**src/rtl/core/mmvn_pkg.sv**
```systemverilog
`default_nettype none

package mmvn_pkg;

  // geometry of the block
  localparam int LANES        = 4;
  localparam int MAX_DIMS     = 4;
  localparam int COORD_BITS   = 16;
  localparam int FRAC_BITS    = 16;
  localparam int VERTEX_DEPTH = 64;
  localparam int ADDR_W       = $clog2(VERTEX_DEPTH);
  localparam int CNT_W        = $clog2(VERTEX_DEPTH + 1);
  localparam int WORD_W       = LANES * COORD_BITS;
  localparam int STEP_W       = $clog2(FRAC_BITS + 1);
  localparam int DIMS_W       = 3;

  localparam logic [DIMS_W-1:0] DIMS_RESET = DIMS_W'(2);

  typedef logic signed [COORD_BITS-1:0] coord_t;
  typedef logic [COORD_BITS-1:0]        span_t;
  typedef logic [FRAC_BITS-1:0]         frac_t;

  typedef struct packed {
    coord_t coord_0;
    coord_t coord_1;
    coord_t coord_2;
    coord_t coord_3;
    logic   last_vertex;
  } vertex_t;

  typedef struct packed {
    frac_t            norm_0;
    frac_t            norm_1;
    frac_t            norm_2;
    frac_t            norm_3;
    logic [LANES-1:0] degenerate_mask;
    logic             overflow;
    logic             last_out;
  } result_t;

  // request to the lane divider
  typedef struct packed {
    logic             start;
    logic [LANES-1:0] lane_en;
  } div_req_t;

endpackage

`default_nettype wire

```
**src/rtl/core/mmvn_store.sv**
```systemverilog
`default_nettype none

module mmvn_store
  import mmvn_pkg::*;
(
  input  wire logic              clk,
  input  wire logic              wr_en,
  input  wire logic [ADDR_W-1:0] wr_addr,
  input  wire logic [WORD_W-1:0] wr_data,
  input  wire logic              rd_en,
  input  wire logic [ADDR_W-1:0] rd_addr,
  output logic      [WORD_W-1:0] rd_data
);

  logic [WORD_W-1:0] mem [VERTEX_DEPTH];

  always_ff @(posedge clk) begin
    if (wr_en) begin
      mem[wr_addr] <= wr_data;
    end
  end

  always_ff @(posedge clk) begin
    if (rd_en) begin
      rd_data <= mem[rd_addr];
    end
  end

endmodule

`default_nettype wire

```
**src/rtl/core/mmvn_div.sv**
```systemverilog
`default_nettype none

module mmvn_div
  import mmvn_pkg::*;
(
  input  wire logic     clk,
  input  wire logic     rst,
  input  wire div_req_t req,
  input  wire span_t    off  [LANES],
  input  wire span_t    span [LANES],
  output logic          done,
  output frac_t         quot [LANES]
);

  // restoring division, one fraction bit per cycle, all lanes side by side
  span_t               rem     [LANES];
  logic [COORD_BITS:0] shifted [LANES];
  span_t               rem_next[LANES];
  span_t               dvs     [LANES];
  frac_t               q       [LANES];
  logic [LANES-1:0]    ge;
  logic [LANES-1:0]    en;
  logic [LANES-1:0]    sat;
  logic [STEP_W-1:0]   steps;
  logic                running;

  always_comb begin
    for (int l = 0; l < LANES; l++) begin
      shifted[l]  = {rem[l], 1'b0};
      ge[l]       = shifted[l] >= {1'b0, dvs[l]};
      // partial remainder never exceeds the divisor, so it fits the lane width
      rem_next[l] = ge[l] ? span_t'(shifted[l] - {1'b0, dvs[l]})
                          : shifted[l][COORD_BITS-1:0];
      // v at the maximum gives exactly one, which saturates
      quot[l]     = !en[l] ? '0 : (sat[l] ? '1 : q[l]);
    end
  end

  always_ff @(posedge clk) begin
    if (rst) begin
      running <= 1'b0;
      done    <= 1'b0;
      steps   <= '0;
    end else begin
      done <= 1'b0;
      if (req.start) begin
        running <= 1'b1;
        steps   <= STEP_W'(FRAC_BITS);
      end else if (running) begin
        steps <= steps - STEP_W'(1);
        if (steps == STEP_W'(1)) begin
          running <= 1'b0;
          done    <= 1'b1;
        end
      end
    end
  end

  always_ff @(posedge clk) begin
    for (int l = 0; l < LANES; l++) begin
      if (req.start) begin
        rem[l] <= off[l];
        dvs[l] <= span[l];
        q[l]   <= '0;
        en[l]  <= req.lane_en[l];
        sat[l] <= off[l] == span[l];
      end else if (running) begin
        rem[l] <= rem_next[l];
        q[l]   <= {q[l][FRAC_BITS-2:0], ge[l]};
      end
    end
  end

endmodule

`default_nettype wire

```
**src/rtl/core/minmax_vertex_normalizer.sv**
```systemverilog
// loading: one vertex word per cycle, busy stays low while a shape is collected
// emission: starts after the word marked last; each result needs a store read,
//   an operand step and a lane divider pass over all fraction bits, and each
//   result is put out before the store read for the next vertex begins
// results are strobed for one cycle and cannot be stalled
// rst (synchronous, active high) clears min/max, count, drop flag, dims to 2
`default_nettype none

module minmax_vertex_normalizer
  import mmvn_pkg::*;
(
  input  wire logic              clk,
  input  wire logic              rst,
  input  wire logic              start,
  output logic                   busy,
  input  wire vertex_t           vertex,
  output result_t                result,
  output logic                   result_valid,
  input  wire logic              cfg_valid,
  output logic                   cfg_ready,
  input  wire logic [DIMS_W-1:0] cfg_data
);

  // emission sequencer codes
  localparam logic [2:0] S_LOAD  = 3'd0;
  localparam logic [2:0] S_READ  = 3'd1;
  localparam logic [2:0] S_START = 3'd2;
  localparam logic [2:0] S_DIV   = 3'd3;
  localparam logic [2:0] S_OUT   = 3'd4;

  localparam coord_t COORD_TOP = {1'b0, {(COORD_BITS-1){1'b1}}};
  localparam coord_t COORD_BOT = {1'b1, {(COORD_BITS-1){1'b0}}};

  logic [2:0]        state;
  logic [DIMS_W-1:0] dims;
  coord_t            dmin [LANES];
  coord_t            dmax [LANES];
  logic [CNT_W-1:0]  count;
  logic              dropped;
  logic [ADDR_W-1:0] idx;

  coord_t            vin [LANES];
  coord_t            rd_coord [LANES];
  span_t             off [LANES];
  span_t             span [LANES];
  frac_t             quot [LANES];
  logic [WORD_W-1:0] rd_data;
  logic [DIMS_W-1:0] nd;
  logic [LANES-1:0]  lane_act;
  logic [LANES-1:0]  degen;
  logic              accept;
  logic              has_room;
  logic              last_idx;
  logic              div_done;
  div_req_t          div_req;

  assign busy      = state != S_LOAD;
  assign cfg_ready = !busy;
  assign accept    = start && !busy;
  assign has_room  = count < CNT_W'(VERTEX_DEPTH);
  assign last_idx  = (CNT_W'(idx) + CNT_W'(1)) == count;

  assign vin[0] = vertex.coord_0;
  assign vin[1] = vertex.coord_1;
  assign vin[2] = vertex.coord_2;
  assign vin[3] = vertex.coord_3;

  // zero dims counts as one, large values clamp to the lane count
  always_comb begin
    if (dims == '0) begin
      nd = DIMS_W'(1);
    end else if (dims > DIMS_W'(MAX_DIMS)) begin
      nd = DIMS_W'(MAX_DIMS);
    end else begin
      nd = dims;
    end
  end

  // per-lane operands: store word minus the shape minimum; always in range
  // because every stored coordinate also went into min and max
  always_comb begin
    for (int l = 0; l < LANES; l++) begin
      lane_act[l] = DIMS_W'(l) < nd;
      degen[l]    = lane_act[l] && (dmax[l] == dmin[l]);
      rd_coord[l] = rd_data[l*COORD_BITS +: COORD_BITS];
      off[l]      = span_t'(rd_coord[l] - dmin[l]);
      span[l]     = span_t'(dmax[l] - dmin[l]);
    end
  end

  assign div_req.start   = state == S_START;
  assign div_req.lane_en = lane_act & ~degen;

  // store is written only while loading and read only while emitting,
  // so busy keeps the two port uses apart
  mmvn_store u_store (
    .clk     (clk),
    .wr_en   (accept && has_room),
    .wr_addr (count[ADDR_W-1:0]),
    .wr_data ({vin[3], vin[2], vin[1], vin[0]}),
    .rd_en   (state == S_READ),
    .rd_addr (idx),
    .rd_data (rd_data)
  );

  mmvn_div u_div (
    .clk  (clk),
    .rst  (rst),
    .req  (div_req),
    .off  (off),
    .span (span),
    .done (div_done),
    .quot (quot)
  );

  always_ff @(posedge clk) begin
    if (rst) begin
      state        <= S_LOAD;
      dims         <= DIMS_RESET;
      count        <= '0;
      dropped      <= 1'b0;
      idx          <= '0;
      result_valid <= 1'b0;
      for (int l = 0; l < LANES; l++) begin
        dmin[l] <= COORD_TOP;
        dmax[l] <= COORD_BOT;
      end
    end else begin
      result_valid <= 1'b0;
      if (cfg_valid && cfg_ready) begin
        dims <= cfg_data;
      end
      case (state)
        S_LOAD: begin
          if (accept) begin
            // dropped vertices still widen the range
            for (int l = 0; l < LANES; l++) begin
              if (vin[l] < dmin[l]) begin
                dmin[l] <= vin[l];
              end
              if (vin[l] > dmax[l]) begin
                dmax[l] <= vin[l];
              end
            end
            if (has_room) begin
              count <= count + CNT_W'(1);
            end else begin
              dropped <= 1'b1;
            end
            if (vertex.last_vertex) begin
              idx   <= '0;
              state <= S_READ;
            end
          end
        end
        S_READ: begin
          state <= S_START;
        end
        S_START: begin
          state <= S_DIV;
        end
        S_DIV: begin
          if (div_done) begin
            result_valid <= 1'b1;
            state        <= S_OUT;
          end
        end
        S_OUT: begin
          if (last_idx) begin
            // fresh shape
            count   <= '0;
            dropped <= 1'b0;
            for (int l = 0; l < LANES; l++) begin
              dmin[l] <= COORD_TOP;
              dmax[l] <= COORD_BOT;
            end
            state <= S_LOAD;
          end else begin
            idx   <= idx + ADDR_W'(1);
            state <= S_READ;
          end
        end
        default: begin
          state <= S_LOAD;
        end
      endcase
    end
  end

  // result word register
  always_ff @(posedge clk) begin
    if (div_done) begin
      result.norm_0          <= quot[0];
      result.norm_1          <= quot[1];
      result.norm_2          <= quot[2];
      result.norm_3          <= quot[3];
      result.degenerate_mask <= degen;
      result.overflow        <= dropped;
      result.last_out        <= last_idx;
    end
  end

  // results only come out during emission
  a_valid_busy: assert property (@(posedge clk) disable iff (rst)
    result_valid |-> busy)
    else $error("result strobe outside emission");

  // results are spaced, never on adjacent cycles
  a_spaced: assert property (@(posedge clk) disable iff (rst)
    result_valid |=> !result_valid)
    else $error("back to back result strobes");

  // the final word of a shape frees the block
  a_last_frees: assert property (@(posedge clk) disable iff (rst)
    (result_valid && result.last_out) |=> !busy)
    else $error("block still busy after final word");

  // a last vertex always starts emission
  a_last_starts: assert property (@(posedge clk) disable iff (rst)
    (accept && vertex.last_vertex) |=> busy)
    else $error("last vertex did not start emission");

  // no flat flag on lanes that are not in use
  a_degen_lanes: assert property (@(posedge clk) disable iff (rst)
    result_valid |-> ((result.degenerate_mask & ~lane_act) == '0))
    else $error("flat flag on unused lane");

endmodule

`default_nettype wire
```
**config.mk**
```make
export PLATFORM = sky130hd
export DESIGN_NAME = minmax_vertex_normalizer
export DESIGN_NICKNAME = d
export VERILOG_FILES = /design/src/rtl/core/mmvn_pkg.sv /design/src/rtl/core/mmvn_store.sv /design/src/rtl/core/mmvn_div.sv /design/src/rtl/core/minmax_vertex_normalizer.sv
export SDC_FILE = /design/constraint.sdc
export NUM_CORES = 2
export LEC_CHECK = 0
export BUFFER_PORTS_ARGS = -buffer_cell sky130_fd_sc_hd__buf_2
export CORE_MARGIN = 8
export CORE_UTILIZATION = 45
export DETAILED_ROUTE_END_ITERATION = 10
export PLACE_DENSITY = 0.57
export SLEW_MARGIN = 20
export SYNTH_ARGS = -nofsm -noshare
export SYNTH_HDL_FRONTEND = slang
export SYNTH_MEMORY_MAX_BITS = 65536
export SYNTH_SLANG_ARGS = --single-unit
```
**constraint.sdc**
```tcl
create_clock -name clk -period 7.46 [get_ports clk]
set_input_delay 0.746 -clock clk [delete_from_list [all_inputs] [get_ports clk]]
set_output_delay 0.746 -clock clk [all_outputs]
set_load 0.01 [all_outputs]
```
## Word-level counts from Yosys, hierarchy flattened

Memory sizes are Yosys's and may differ from the RTL's. A register that Yosys moved wholly into a read port is not among the register bits.
Index checks and enable logic that the tools add are counted.

- Flip-flop bits (word level): 106
- Bits in latches: 0
- Bits in writable memories: 4416
- Memory bits (read-only): 0
- Input port bits: 72
- Output and inout bits: 73
- Memories: 6

- Add/sub/neg operators: 16
- $mul: 0
- Div/mod/pow operators: 0
- $lt $le $gt $ge: 18
- Equal/unequal tests: 21
- Shift-type cells: 0
- Mux-type cells: 111
- Bitwise gates (word level): 28
- Reductions and logical operators: 20

Memories:

| name | words | bits a word | read ports | clocked after memory_dff | write ports | RTL line | RTL |
|---|---|---|---|---|---|---|---|
| u_store.mem | 64 | 64 | 1 | 1 | 1 | mmvn_store.sv:15 | `logic [WORD_W-1:0] mem [VERTEX_DEPTH];` |
| dmax | 4 | 16 | 4 | 0 | 4 | minmax_vertex_normalizer.sv:37 | `coord_t dmax [LANES];` |
| dmin | 4 | 16 | 4 | 0 | 4 | minmax_vertex_normalizer.sv:36 | `coord_t dmin [LANES];` |
| u_div.dvs | 4 | 16 | 4 | 0 | 4 | mmvn_div.sv:19 | `span_t dvs [LANES];` |
| u_div.q | 4 | 16 | 4 | 0 | 4 | mmvn_div.sv:20 | `frac_t q [LANES];` |
| u_div.rem | 4 | 16 | 4 | 0 | 4 | mmvn_div.sv:16 | `span_t rem [LANES];` |

Operators with widths:

| operator | number |
|---|---|
| 16-bit 2-to-1 mux | 32 |
| 16-bit subtractor | 12 |
| 16-bit == test | 8 |
| 17-bit by 16-bit >= comparator with 1-bit output | 4 |
| 16-bit > comparator | 4 |
| 16-bit < comparator | 4 |
| 1-bit 2-to-1 mux | 62 |
| 1-bit OR | 24 |
| 7-bit 2-to-1 mux | 3 |
| 6-bit 2-to-1 mux | 3 |
| 3-bit 2-to-1 mux | 5 |
| 3-bit one-hot mux with 5 select lines | 1 |
| 7-bit one-hot mux with 2 select lines | 1 |
| 2-bit inequality test (second input constant) | 6 |
| 6-bit one-hot mux with 2 select lines | 1 |
| 4-bit AND reduction | 3 |
| 5-bit 2-to-1 mux | 2 |
| 6-bit by 1-bit adder with 7-bit output (second input constant) | 1 |
| 7-bit by 1-bit adder with 7-bit output (second input constant) | 1 |
| 7-bit == test | 1 |
| 1-bit logical AND | 7 |
| 7-bit < comparator (second input constant) | 1 |
| 6-bit by 1-bit adder with 6-bit output (second input constant) | 1 |
| 3-bit by 2-bit == test with 1-bit output (second input constant) | 2 |
| 19 further kinds | 25 |

## Depth between registers and ports, before layout

- Depth in word-level cells: 9
- Gate-level depth with buffers: 13

## Modules after synthesis

From an unflattened synthesis, not the netlist that was laid out.

- Cells, all modules: 9690
- Area, all modules: 186885.5 sq um

Modules (own cells, without submodules):

| module | times used | cells each | area an instance (sq um) | sequential area each (sq um) |
|---|---|---|---|---|
| mmvn_store | 1 | 6598 | 156989.3 | 124919.8 |
| minmax_vertex_normalizer | 1 | 1855 | 16975.0 | 5725.5 |
| mmvn_div | 1 | 1237 | 12921.1 | 6145.9 |

## Worst setup path before layout

OpenSTA, ideal clock, no wires.

- Path type: reg-to-reg
- Start: register state[1]
- End: memory u_store.mem[62][0] (netlist bit) (enable)
- Setup time: 0.487 ns
- Arrival: 4.447 ns
- Setup slack: 2.526 ns
- Stages on the path, launching flop included: 7
- Clock period less this slack: 4.934 ns
- Path through: dfxtp_1 clkbuf_1 nor3_2 nand2_1 nor3_1 nand3_1 nor2_1

- Word-level cells in the longest chain between the ends: 6

Ends and longest elaborated chain:

| what | RTL line | RTL |
|---|---|---|
| start: declaration | minmax_vertex_normalizer.sv:34 | `logic [2:0] state;` |
| start signal: assignment | minmax_vertex_normalizer.sv:118 | `state <= S_LOAD;` |
| start signal: assignment | minmax_vertex_normalizer.sv:152 | `state <= S_READ;` |
| start signal: assignment | minmax_vertex_normalizer.sv:157 | `state <= S_START;` |
| 3-bit nonzero test | minmax_vertex_normalizer.sv:57 | `assign busy = state != S_LOAD;` |
| 1-bit zero test | n/a |  |
| named net cfg_ready | minmax_vertex_normalizer.sv:20 | `output logic cfg_ready,` |
| 1-bit logical AND | minmax_vertex_normalizer.sv:59 | `assign accept = start && !busy;` |
| 1-bit logical AND | minmax_vertex_normalizer.sv:98 | `.wr_en (accept && has_room),` |
| 1-bit 2-to-1 mux | mmvn_store.sv:18 | `if (wr_en) begin` |
| 1-bit 2-to-1 mux (implied by the code) | mmvn_store.sv:19 | `mem[wr_addr] <= wr_data;` |
| end: declaration | mmvn_store.sv:15 |  |

The timed path passes the listed nets, and every way through them passes these cells.

## Worst setup path after layout

- Start: register state[2]
- End: memory u_store.mem[26][45] (netlist bit) (enable)

- Word-level cells in the longest chain between the ends: 6

Ends and longest elaborated chain:

| what | RTL line |
|---|---|
| 3-bit nonzero test | minmax_vertex_normalizer.sv:57 |
| 1-bit zero test | minmax_vertex_normalizer.sv:59 |
| 1-bit logical AND | minmax_vertex_normalizer.sv:59 |
| 1-bit logical AND | minmax_vertex_normalizer.sv:98 |
| 1-bit 2-to-1 mux | mmvn_store.sv:18 |
| 1-bit 2-to-1 mux (implied by the code) | mmvn_store.sv:19 |

Every way passes these cells.

==> run_results.csv <==
group,metric,value,unit
synth,async_flop_share,0,%
grt,antenna_found_initial,31,
synth,yosys.area.top_type,"edfxtp_1",
clock_network,insertion_delay,1.02,ns
clock_network,cts_sinks,4586,
sta,finalMaxSlewViolations,0,
power,p_total,55.3,mW
drt,vias_per_cell,6.14,
cells_and_area,final_cells,15100,
clock_network,htree_levels,5,
cells_and_area,nNetsFinal,9668,
placement,dp_hpwl,282,mm
synth,syn-num-nets,9192,
clock_network,post-cts-setup-buffer-count,0,
floorplan,fp.coreArea,412000,sq um
grt,grt_pass1_vias,93800,
critical_path,startpoint,"state[2]",
cells_and_area,fillCellCount,32200,
critical_path,crit_top_cell,"nand2_1",
power,leakage,66.6,nW
synth,ys_seq_elements,4586,
critical_path,cp-start-kind,"flip-flop",
critical_path,endpoint_kind,"flip-flop",
floorplan,row_count,236,
critical_path,r2r-start,"state[2]",
power,p_seq_share,52.2,%
grt,grt_pass1_wl,719,mm
sta,fin_crit_sh,67.3,%
drt,postRouteAntennaNets,0,
grt,grtUsageTotal,23.2,%
synth,yosys_warnings,0,
critical_path,arrival,5.62,ns
placement,dpl.cell_count,14300,
min_path,hold_path_class,"input port to flip-flop",
synth,synth_edf_count,4494,
critical_path,cp_slowest_cell,"nor2_4",
drt,first_pass_iters,6,
sta,setup_viol,0,
drt,vias,92900,
job,cap_violations,0,
synth,ys_seq_area_share,73.7,%
floorplan,die_w,658,um
min_path,hold_start,"cfg_data[2]",
floorplan,initial_core_util,45.1,%
power,p_sw,11.9,mW
synth,netlist.area_leader.share,72.7,%
sta,fmax,199,MHz
clock_network,cts_buffer_depth,4,
synth,synth_area_leaders,"edfxtp_1 73%, mux4_2 16%, ha_1 2.1%",
cells_and_area,multi_input_area,47000,sq um
drt,routedWlPerCell,33.8,um
sta,worstMarginPinSlew,1.21,ns
placement,gp_congestion,0.845,
sta,clock_skew,0.0658,ns
clock_network,cts_made_buffers,463,
grt,grt_max_degree,146,
power,power_frac_comb,5.1,%
sta,slew_headroom,18.9,%
sta,period_needed,5.02,ns
clock_network,cts_tree,"built",
power,peakVddDrop,0.207,mV
power,clkPwrFrac,42.7,%
synth,syn_avg_cell_area,21.1,sq um
power,p_int,43.3,mW
clock_network,cts-root-buf,"clkbuf_16",
drt,drcViolationCount,0,
outcome,outcome,"complete, no violations",
placement,io_buffers,144,
floorplan,pin_count,145,
synth,syn_area,186000,sq um
drt,drtIter0Drc,11300,
critical_path,cpPeakStageDelay,0.90,ns
synth,synth_cell_types,87,
power,power_density,263,nW/um^2
synth,synthTopCellsByCount,"4494 x edfxtp_1, 1344 x mux4_2, 312 x ha_1",
sta,fin_ws,2.44,ns
cells_and_area,layout-drive-gt1-share,26.3,%
critical_path,cp_cell_sequence,"nor3_2, nand2_1, nor3_1, nand2_1, nor2_4, buf_4",
sta,rsz0062_at_grt,"no",
placement,pre_cts_slack,2.36,ns
clock_network,clk_pin_slew_worst_paths,0.06,ns
floorplan,die_area,433000,sq um
critical_path,required,8.06,ns
synth,synthCells,8796,
grt,grt_overflow,0,
critical_path,critPathMaxFanout,26,
sta,tns,0,ns
cells_and_area,regArea,137000,sq um
critical_path,critPathKind,"flip-flop to flip-flop",
cells_and_area,syn_to_final_growth,13.3,%
synth,ys.flop_type,"edfxtp_1",
sta,hold_viol_final,0,
floorplan,die_height,658,um
synth,yosysMostFrequentCell,"edfxtp_1",
power,switching_share,21.6,%
drt,routed_wl,512,mm
## power groups by stage
stage	sequential, mW	clock [mW]	combinational, mW
floorplan	29.3	0	1.73
global placement	29.4	0	2.73
detailed placement	29.4	0	2.81
CTS	28.9	24.0	2.82
global route	28.9	24.9	3.10
finish	28.9	23.6	2.81
## path summary, 6_finish.rpt
check / cells past startpoint / to / slack [ns]
setup / recovery: 6 / u_store.mem[26][45] / 2.44
hold / removal: 3 / dims[2] / 0.09
setup reg to reg: 6 / u_store.mem[26][45] / 2.44
hold reg to reg: 1 / dmin[3][3] / 0.46
## per-layer routing
layer	vias up	global-route usage (%)	part of all wire, %
li1	37800	-	-
met1	50600	33.5	42
met2	3867	37.2	47
met3	717	3.93	8.0
met4	4	5.38	2.4
met5	-	0	0.0053
## critical path: cells and delay by family, from the launching register on
| kind | cells | cell delay, ns |
|---|---|---|
| buffers and inverters | 1 | 0.76 |
| DFF | 1 | 0.45 |
| and+or+nand+nor | 5 | 3.32 |
## cells by family after synthesis
| group | synth area share [%] |
|---|---|
| multiplexers | 16.7 |
| AO/OA/AOI/OAI | 2.55 |
| XOR/XNOR | 1.12 |
| buffers and inverters | 1.35 |
| adder cells (fa/ha/maj) | 2.23 |
| AND/OR/NAND/NOR | 2.38 |
| flip-flops | 73.7 |
## timing repair
action / 4_1_cts / 5_1_grt
resized for setup: 0 / 0
hold endpoints to repair: 1 / 0
hold buffers: 1 / 0
## stage by stage
step | cell area [sq um] | util, % | hold WS, ns
final | 210000 | 51.1 | 0.0943
after global routing | 210000 | 51.1 | 0.0520
after CTS | 210000 | 51.1 | 0.00443
after detailed placement | 195000 | 47.3 | 0.450
after global placement | 195000 | 47.3 | 0.443
after floorplan | 186000 | - | 0.409
## cells in the final DEF, fill, tap and decap left out, types with 14 or more instances in the layout
cell type   instances
a21oi_1           159
nand2_1           135
or2_2              21
ha_1              312
xnor2_1           138
o21ai_0           132
clkbuf_1           77
a31oi_1            32
o21a_1            112
nand2b_1           45
mux2i_1            70
nor2_1            179
buf_2             133
nor4_1             18
nor3_1             62
and3_1             74
a211oi_1           20
bufinv_16          63
clkinv_1          110
dfxtp_1            84
a21o_1             78
clkinvlp_4         18
clkbuf_16         465
edfxtp_1         4494
nor2b_1            33
buf_12             57
inv_1             275
buf_4             207
o22a_1             16
and2_1             43
or3_1              24
o211ai_1           14
clkinv_2           81
mux4_2           1344
nand4_1            44
xor2_1             82
o21bai_1           20
nor2_4             65
nand3_1            70
## registers in the layout, indices dropped and copies added (netlist names), 5 cells and up
register / count
dmax: 64
u_div.dvs: 64
count: 7
dmin: 64
u_store.mem: 4096
idx: 6
result: 70
u_store.rd_data: 64
u_div.rem: 64
u_div.q: 64
u_div.steps: 5
## layout make-up
| type | count | area share [%] |
|---|---|---|
| Sequential cell | 4586 | 65.0 |
| Timing Repair Buffer | 398 | 1.60 |
| Multi-Input combinational cell | 3547 | 22.3 |
| Tap cell | 5474 | 3.25 |
| Clock buffer | 546 | 5.69 |
| Clock inverter | 310 | 1.61 |
| Inverter | 276 | 0.494 |
| Antenna cell | 10 | 0.0119 |
Power figures use the tool's default switching activity.
